[src/design/dptq_ram.sv]
// ----------------------------------------------------------------------------
// dptq_ram
// Generic simple dual-port RAM: one write port, one read port, registered read.
// ----------------------------------------------------------------------------
`default_nettype none

module dptq_ram #(
  parameter int WIDTH = 9,
  parameter int DEPTH = 256
) (
  input  wire                       clk,
  input  wire                       we,
  input  wire [$clog2(DEPTH)-1:0]   waddr,
  input  wire [WIDTH-1:0]           wdata,
  input  wire                       re,
  input  wire [$clog2(DEPTH)-1:0]   raddr,
  output logic [WIDTH-1:0]          rdata
);

  logic [WIDTH-1:0] mem [DEPTH];

  always_ff @(posedge clk) begin
    if (we) begin
      mem[waddr] <= wdata;
    end
    if (re) begin
      rdata <= mem[raddr];
    end
  end

endmodule

`default_nettype wire

[config.mk]
export PLATFORM = sky130hd
export DESIGN_NAME = dptq_ram
export DESIGN_NICKNAME = d
export VERILOG_FILES = /design/src/design/dptq_ram.sv
export SDC_FILE = /design/constraint.sdc
export NUM_CORES = 2
export LEC_CHECK = 0
export BUFFER_PORTS_ARGS = -buffer_cell sky130_fd_sc_hd__clkbuf_2
export CORE_MARGIN = 2
export CORE_UTILIZATION = 40
export CTS_CLUSTER_DIAMETER = 80
export DETAILED_ROUTE_END_ITERATION = 8
export SYNTH_ARGS = -nofsm -noshare
export SYNTH_HDL_FRONTEND = slang
export SYNTH_SLANG_ARGS = --single-unit
[constraint.sdc]
create_clock -name clk -period 4 [get_ports clk]
set_input_delay 1 -clock clk [delete_from_list [all_inputs] [get_ports clk]]
set_output_delay 1 -clock clk [all_outputs]
set_load 0.02 [all_outputs]
==> metrics.yaml <==
run_status: "finished clean"
synth.distinct_cells: 56
grt_use_met2: 0.321
drv_cap: 0
root_buffer: "clkbuf_16"
critPathRequiredTime_ns: 4.62
cts_tree: "built"
io_buffers: 36
synth.top_cell.area_share: 0.777
synth_xor_area_frac: 0
ys_top_cells_by_count: "edfxtp_1 (2313), mux4_2 (467), nor2_1 (305)"
critPathBufInv: 5
post-dp-hpwl_microns: 146000
die-area_sq_um: 227000
clk_latency_ns: 0.89
critPathSlowestCell: "mux4_2"
drive_gt1_frac: 0.272
final_cell_area_sq_um: 104000
synth.most_common_cell: "edfxtp_1"
grt_use_met3: 0.0336
p_leak_nw: 32.8
grt_pass1_wl_microns: 333000
placed_cells: 7498
placed_area_sq_um: 96400
syn_avg_cell_area_sq_um: 21.1
grt_start_max_net_pins: 111
cts_sinks: 2313
synth_area_leaders: "edfxtp_1 (78%), mux4_2 (12%), mux2i_1 (2.0%), a22oi_1 (1.5%), nor2_1 (1.3%)"
cts-resized-gates: 0
ant_nets: 0
netlist_area_sq_um: 89400
yosysTopAreaCell: "edfxtp_1"
crit_arrival_ns: 3.96
ys_seq_area_frac: 0.777
hold_path_class: "in2reg"
grt_usage: 0.202
finalHoldViolCount: 0
cp_cell_sequence: "buf_8, buf_12, buf_12, buf_4, mux4_2, a22oi_1, a21oi_1, nor4_1, buf_4, nor4_1"
cp_max_fo: 20
endpoint_kind: "register"
drc_errors: 0
synth_seq_cells: 2313
hold_buffers: 0
overflow: 0
place_ws_ns: -0.149
seq_area_sq_um: 69500
dieWidth_microns: 477
post_cts_buffers: 0
finalNonFillerCells: 7916
grt_use_met1: 0.287
fill_cells: 18400
routed_wirelength_microns: 232000
syn_to_final_growth_pct: 15.9
drt_iter0_drc: 5437
fp.dieH_microns: 477
multiInputGateArea_sq_um: 18400
start_util: 0.402
fin_crit_sh: 0.834
crit_family: "buffers and inverters"
busiest_layer: "met2"
synth-edff-count: 2313
synthCells: 4237
cp-start-kind: "input pin"
max_stage_delay_ns: 0.55
clock_skew_ns: 0.0711
rsz0062_at_grt: "false"
first_pass_iters: 6
muxShareOfSynthArea: 0.143
slew_headroom: 0.300
fmax_mhz: 300
synthFlopType: "edfxtp_1"
grt_pass1_vias: 45000
holdWs_ns: 0.567
worstMarginPinSlew_ns: 1.04
power_density_nw_per_um2: 484
clk_path_buf_depth: 3
setup_viol: 0
cts-buffers-inserted: 228
synth_top_family_by_area: "multiplexers"
vias: 45200
h-tree-depth: 4
synth_compound_area_frac: 0.0375
min_period_ns: 3.34
synth.net_count: 4265
path_class: "in2reg"
pin_count: 37
final_max_slew_viol_count: 0
routedWlPerCell_microns: 29.3
synth_fa_ha_area_frac: 0
setup_ws_ns: 0.663
nets: 4781
path_clk_slew_ns: 0.06
grt_antenna_before_repair: 10
ys_warn_count: 0
viasPerCell: 5.71
synthArstFlopShare: 0
row_count: 173
core-area_sq_um: 222000
yosys.area_share.simple: 0.0250
place_congestion: 0.846
ir_worst_vdd_v: 0.000461
[placed cells by master, fill, tap and decap left out, types with 9 or more instances in the layout]
cell,n
nor2_1,303
nor2b_1,24
mux2_2,21
buf_12,56
clkbuf_1,58
o221ai_1,35
o22ai_1,65
bufinv_16,19
clkbuf_16,228
nor3_1,21
buf_4,453
nand3_1,31
a21oi_1,98
nor4_1,27
nand4_1,11
nand2b_1,9
a31oi_1,10
clkinv_1,61
edfxtp_1,2313
a211oi_1,26
clkbuf_2,24
clkinv_2,24
mux4_2,467
a22oi_1,174
mux4_1,9
buf_8,10
o21ai_0,31
a221oi_1,11
mux2i_1,177
nand2_1,40
[cell families after synthesis]
logic type / Yosys count
simple gates: 500
compound gates: 489
flops: 2313
mux: 674
buf+inv: 261
[through the flow]
step	setup TNS, ns	util	total power, mW
after global placement	-1.21	0.434	29.9
after CTS	0	0.467	50.5
after floorplan	0	-	28.5
after detailed placement	-0.529	0.434	29.9
after global routing	0	0.467	51.6
final	0	0.467	50.2
[power breakdown]
| group | internal (mW) | total [mW] | switching [mW] |
|---|---|---|---|
| registers | 26.7 | 26.8 | 0.0484 |
| logic | 0.930 | 2.59 | 1.66 |
| clock network | 11.7 | 20.8 | 9.09 |
| total | 39.4 | 50.2 | 10.8 |
[layout make-up]
| cell class | instances | area share |
|---|---|---|
| flip-flops and latches | 2313 | 0.670 |
| multi-input cells | 1663 | 0.178 |
| clock buffers | 286 | 0.0572 |
| repair buffers | 545 | 0.0464 |
| well taps | 2975 | 0.0359 |
| clock inverters | 126 | 0.0124 |
| diodes | 6 | 0.000145 |
| inverters | 2 | 0.0000724 |
[per-layer routing]
metal | wire length [microns] | up-vias
li1 | - | 18800
met3 | 17100 | 323
met4 | 6300 | 4
met5 | 30 | -
met2 | 112000 | 1829
met1 | 96800 | 24200
[flip-flops by register name, summed over array words and instances, names as in the netlist]
name and flops:
mem 2304, rdata 9
[worst paths after layout]
path | start | end | slack, ns | cells after the start
setup / recovery | raddr[0] | rdata[0] | 0.66 | 10
setup reg to reg | mem[158][1] | rdata[1] | 1.45 | 5
hold / removal | wdata[1] | mem[41][1] | 0.57 | 1
hold reg to reg | mem[71][7] | rdata[7] | 1.17 | 5
(Power assumes the default switching activity.)
