$ cat src/design/dptq_qptr.sv
// ----------------------------------------------------------------------------
// dptq_qptr
// Ring pointers and packet count of one packet queue.
// ----------------------------------------------------------------------------
`default_nettype none

module dptq_qptr #(
  parameter int DEPTH = 8,
  parameter int SW    = 4
) (
  input  wire           clk,
  input  wire           rst_n,
  input  wire           push,
  input  wire           pop,
  output logic [SW-1:0] head,
  output logic [SW-1:0] tail,
  output logic [SW-1:0] used,
  output logic          full
);

  // The ring has one slot more than the queue depth, so that the packet
  // being transmitted keeps its slot while a new packet is written.
  localparam logic [SW-1:0] LAST_SLOT = SW'(DEPTH);

  logic [SW-1:0] head_r, head_nxt;
  logic [SW-1:0] tail_r, tail_nxt;
  logic [SW-1:0] used_r, used_nxt;

  always_comb begin
    head_nxt = head_r;
    tail_nxt = tail_r;
    used_nxt = used_r;
    if (push) begin
      head_nxt = (head_r == LAST_SLOT) ? '0 : head_r + 1'b1;
    end
    if (pop) begin
      tail_nxt = (tail_r == LAST_SLOT) ? '0 : tail_r + 1'b1;
    end
    case ({push, pop})
      2'b10:   used_nxt = used_r + 1'b1;
      2'b01:   used_nxt = used_r - 1'b1;
      default: used_nxt = used_r;
    endcase
  end

  always_ff @(posedge clk) begin
    if (!rst_n) begin
      head_r <= '0;
      tail_r <= '0;
      used_r <= '0;
    end else begin
      head_r <= head_nxt;
      tail_r <= tail_nxt;
      used_r <= used_nxt;
    end
  end

  assign head = head_r;
  assign tail = tail_r;
  assign used = used_r;
  assign full = (used_r >= SW'(DEPTH));

endmodule

`default_nettype wire

$ cat config.mk
export PLATFORM = sky130hd
export DESIGN_NAME = dptq_qptr
export DESIGN_NICKNAME = d
export VERILOG_FILES = /design/src/design/dptq_qptr.sv
export SDC_FILE = /design/constraint.sdc
export NUM_CORES = 1
export LEC_CHECK = 0
export ABC_AREA = 1
export ABC_CLOCK_PERIOD_IN_PS = 2200
export BUFFER_PORTS_ARGS = -buffer_cell sky130_fd_sc_hd__buf_4
export CELL_PAD_IN_SITES_DETAIL_PLACEMENT = 1
export CELL_PAD_IN_SITES_GLOBAL_PLACEMENT = 2
export CORE_MARGIN = 10
export CORE_UTILIZATION = 29
export DETAILED_ROUTE_END_ITERATION = 8
export PLACE_DENSITY = 0.74
export SLEW_MARGIN = 0
export SYNTH_ARGS = -nofsm -noshare
export SYNTH_HDL_FRONTEND = slang
export SYNTH_SLANG_ARGS = --single-unit
$ cat constraint.sdc
create_clock -name clk -period 2.2 [get_ports clk]
set_clock_uncertainty 0.15 [all_clocks]
set_input_delay 0.44 -clock clk [delete_from_list [all_inputs] [get_ports clk]]
set_output_delay 0.44 -clock clk [all_outputs]
set_load 0.05 [all_outputs]
==> metrics.yaml <==
outcome:
  outcome: "finished, final reports clean"
worst_setup_path:
  crit_family: "adder cells"
  cp_slowest_cell: "ha_1"
  slowest_delay_ns: 0.23
  end_kind: "flip-flop"
  critical_path_class: "in -> reg"
  cp_cell_sequence: "buf_4, inv_2, ha_1, nand2_1, inv_2, nor2_4, ha_1, a21oi_1, xnor2_1, o21ai_1, inv_1"
  crit_buf_inv: 4
  start_kind: "input pin"
  worstPathArrival_ns: 1.67
  path_max_fanout: 6
  worstPathRequired_ns: 2.22
clock_tree:
  hold_buffers: 0
  cts.path.max_buffers: 2
  cts_buffers: 3
  clk_pin_slew_worst_paths_ns: 0.08
  cts_htree_levels: 1
  postCtsResizedCells: 0
  clk_latency_ns: 0.26
  cts_sinks: 12
  post-cts-setup-buffers: 0
  cts_root_buffer: "clkbuf_4"
  cts_tree: "built"
drt:
  dr_total_vias: 614
  route.detailed.drc: 0
  avgRoutedWirePerCell_microns: 11.5
  viasPerCell: 4.58
  drtAntennaViolNets: 0
  drt_iter0_drc: 15
  wl_microns: 1550
  firstDrtPassIters: 2
global_route:
  grt_usage_pct: 7.47
  first_global_vias: 618
  grt-ovfl-total: 0
  antenna_found_initial: 0
  grt_max_degree: 8
  grt_pass1_wl_microns: 2670
finish:
  diodes: 0
  final_common_cell: "buf_4"
  finalNetCount: 119
  drive_gt1_share_pct: 25.5
  n_fill_cell: 291
  final_cell_mix: "buf_4, nand2_1, dfxtp_1"
  syn_to_final_growth_pct: 26.2
  final_cell_count_no_fill: 134
timing:
  fin_crit_sh_pct: 75.3
  setup_violations: 0
  holdWs_ns: 0.309
  grt_setup_unrepaired: "no"
  finalSetupTns_ns: 0
  max_slew_margin_pct: 85.0
  finalHoldViolCount: 0
  worstMarginPinSlew_ns: 0.224
  layout_setup_ws_ns: 0.544
  min_period_ns: 1.66
  drv_slew: 0
  fmax_mhz: 604
power_and_ir_drop:
  clockPowerShare_pct: 23.1
  switching_share_pct: 37.5
  vdd_drop_max_uv: 374
  p_leak_nw: 0.418
  p_comb_share_pct: 32.7
  netSwitchingPower_mw: 0.215
  internal-power_mw: 0.359
  p_per_area_nw_per_um2: 686
  seqPwrFrac_pct: 44.2
floorplan:
  die_x_microns: 67.8
  die_h_microns: 67.8
  row_count: 17
  dieArea_sq_um: 4600
  io_pins: 17
  core_sq_um: 2190
  start_util_pct: 30.3
place:
  port_buffers: 16
  gp_routability_congestion: 0.682
  hpwl_microns: 1300
  dp_slack_ns: 0.241
  place_inst: 131
synthesis:
  synth_warnings: 0
  netlist_instances: 88
  ys_seq_elements: 12
  syn_nets: 99
  yosysUniqueCellTypes: 17
  syn-cell-area_sq_um: 663
  avgSynthCellArea_sq_um: 7.54
  ys_seq_area_share_pct: 36.2
run:
  cap_violations: 0
worst_hold_path:
  hp-class: "in -> reg"
metrics by stage:
step           area (sq um)  total power [mW]  utilization [%]
5_1_grt                 837             0.616             38.2
3_5_place_dp            815             0.451             37.2
2_1_floorplan           663             0.394                -
6_report                837             0.574             38.2
3_3_place_gp            815             0.448             37.2
4_1_cts                 837             0.588             38.2
cell type report:
class | count | area, sq um | share of cell area [%]
multi-input cells | 60 | 363 | 43.3
well taps | 28 | 35.0 | 4.19
clock buffers | 3 | 22.5 | 2.69
flip-flops and latches | 12 | 240 | 28.7
inverters | 15 | 56.3 | 6.73
repair buffers | 16 | 120 | 14.3
logic make-up (layout without fill, tap and decap cells):
kind of cell             after synthesis  after routing  share of synthesized area (%)
flip-flops                            12             12                           36.2
XOR/XNOR                               6              6                           7.93
AND/OR/NAND/NOR                       34             34                           23.8
AO/OA/AOI/OAI                         13             13                           9.81
buffers and inverters                 16             34                           9.06
adder cells (fa/ha/maj)                7              7                           13.2
power by group through the flow:
stage               sequential (mW)  combinational [mW]  clock (mW)
floorplan                     0.312              0.0820           0
global placement              0.258               0.190           0
detailed placement            0.259               0.191           0
CTS                           0.254               0.192       0.142
global route                  0.257               0.209       0.149
finish                        0.254               0.188       0.133
registers in the layout (all words and copies together), names as in the netlist:
| register | cells |
|---|---|
| head | 4 |
| tail | 4 |
| used | 4 |
routing by layer:
| layer | vias to the layer above | track usage, % | wire [microns] |
|---|---|---|---|
| met4 | 0 | 2.26 | 9 |
| met3 | 2 | 3.59 | 98 |
| li1 | 312 | - | - |
| met5 | - | 0 | 0 |
| met1 | 291 | 8.01 | 664 |
| met2 | 9 | 12.8 | 774 |
worst paths after layout:
path                 from      end  slack (ns)  depth (start not counted)
setup / recovery     push  used[2]        0.54                         11
hold / removal       push  head[0]        0.31                          3
setup reg to reg  used[1]  used[2]        0.75                          8
hold reg to reg   tail[1]  tail[1]        0.37                          2
synth_stat cells:
cell / instances / area share, %
nand2_1: 15 / 8.5
dfxtp_1: 12 / 36
inv_1: 11 / 6.2
nor2_1: 10 / 5.7
ha_1: 7 / 13
o21ai_1: 7 / 5.3
a21oi_1: 6 / 4.5
inv_2: 4 / 2.3
nand3_1: 4 / 3.0
xnor2_1: 3 / 4.0
xor2_1: 3 / 4.0
clkbuf_1: 1 / 0.57
nand3_2: 1 / 1.5
nand4_1: 1 / 0.94
nor2_2: 1 / 0.94
nor2_4: 1 / 1.7
nor3_2: 1 / 1.5
worst min-delay path: stages:
cell     delay [ns]
buf_4          0.13
nand2_1        0.06
a21oi_1        0.05
Note: power is estimated with default switching activity, not from simulation.
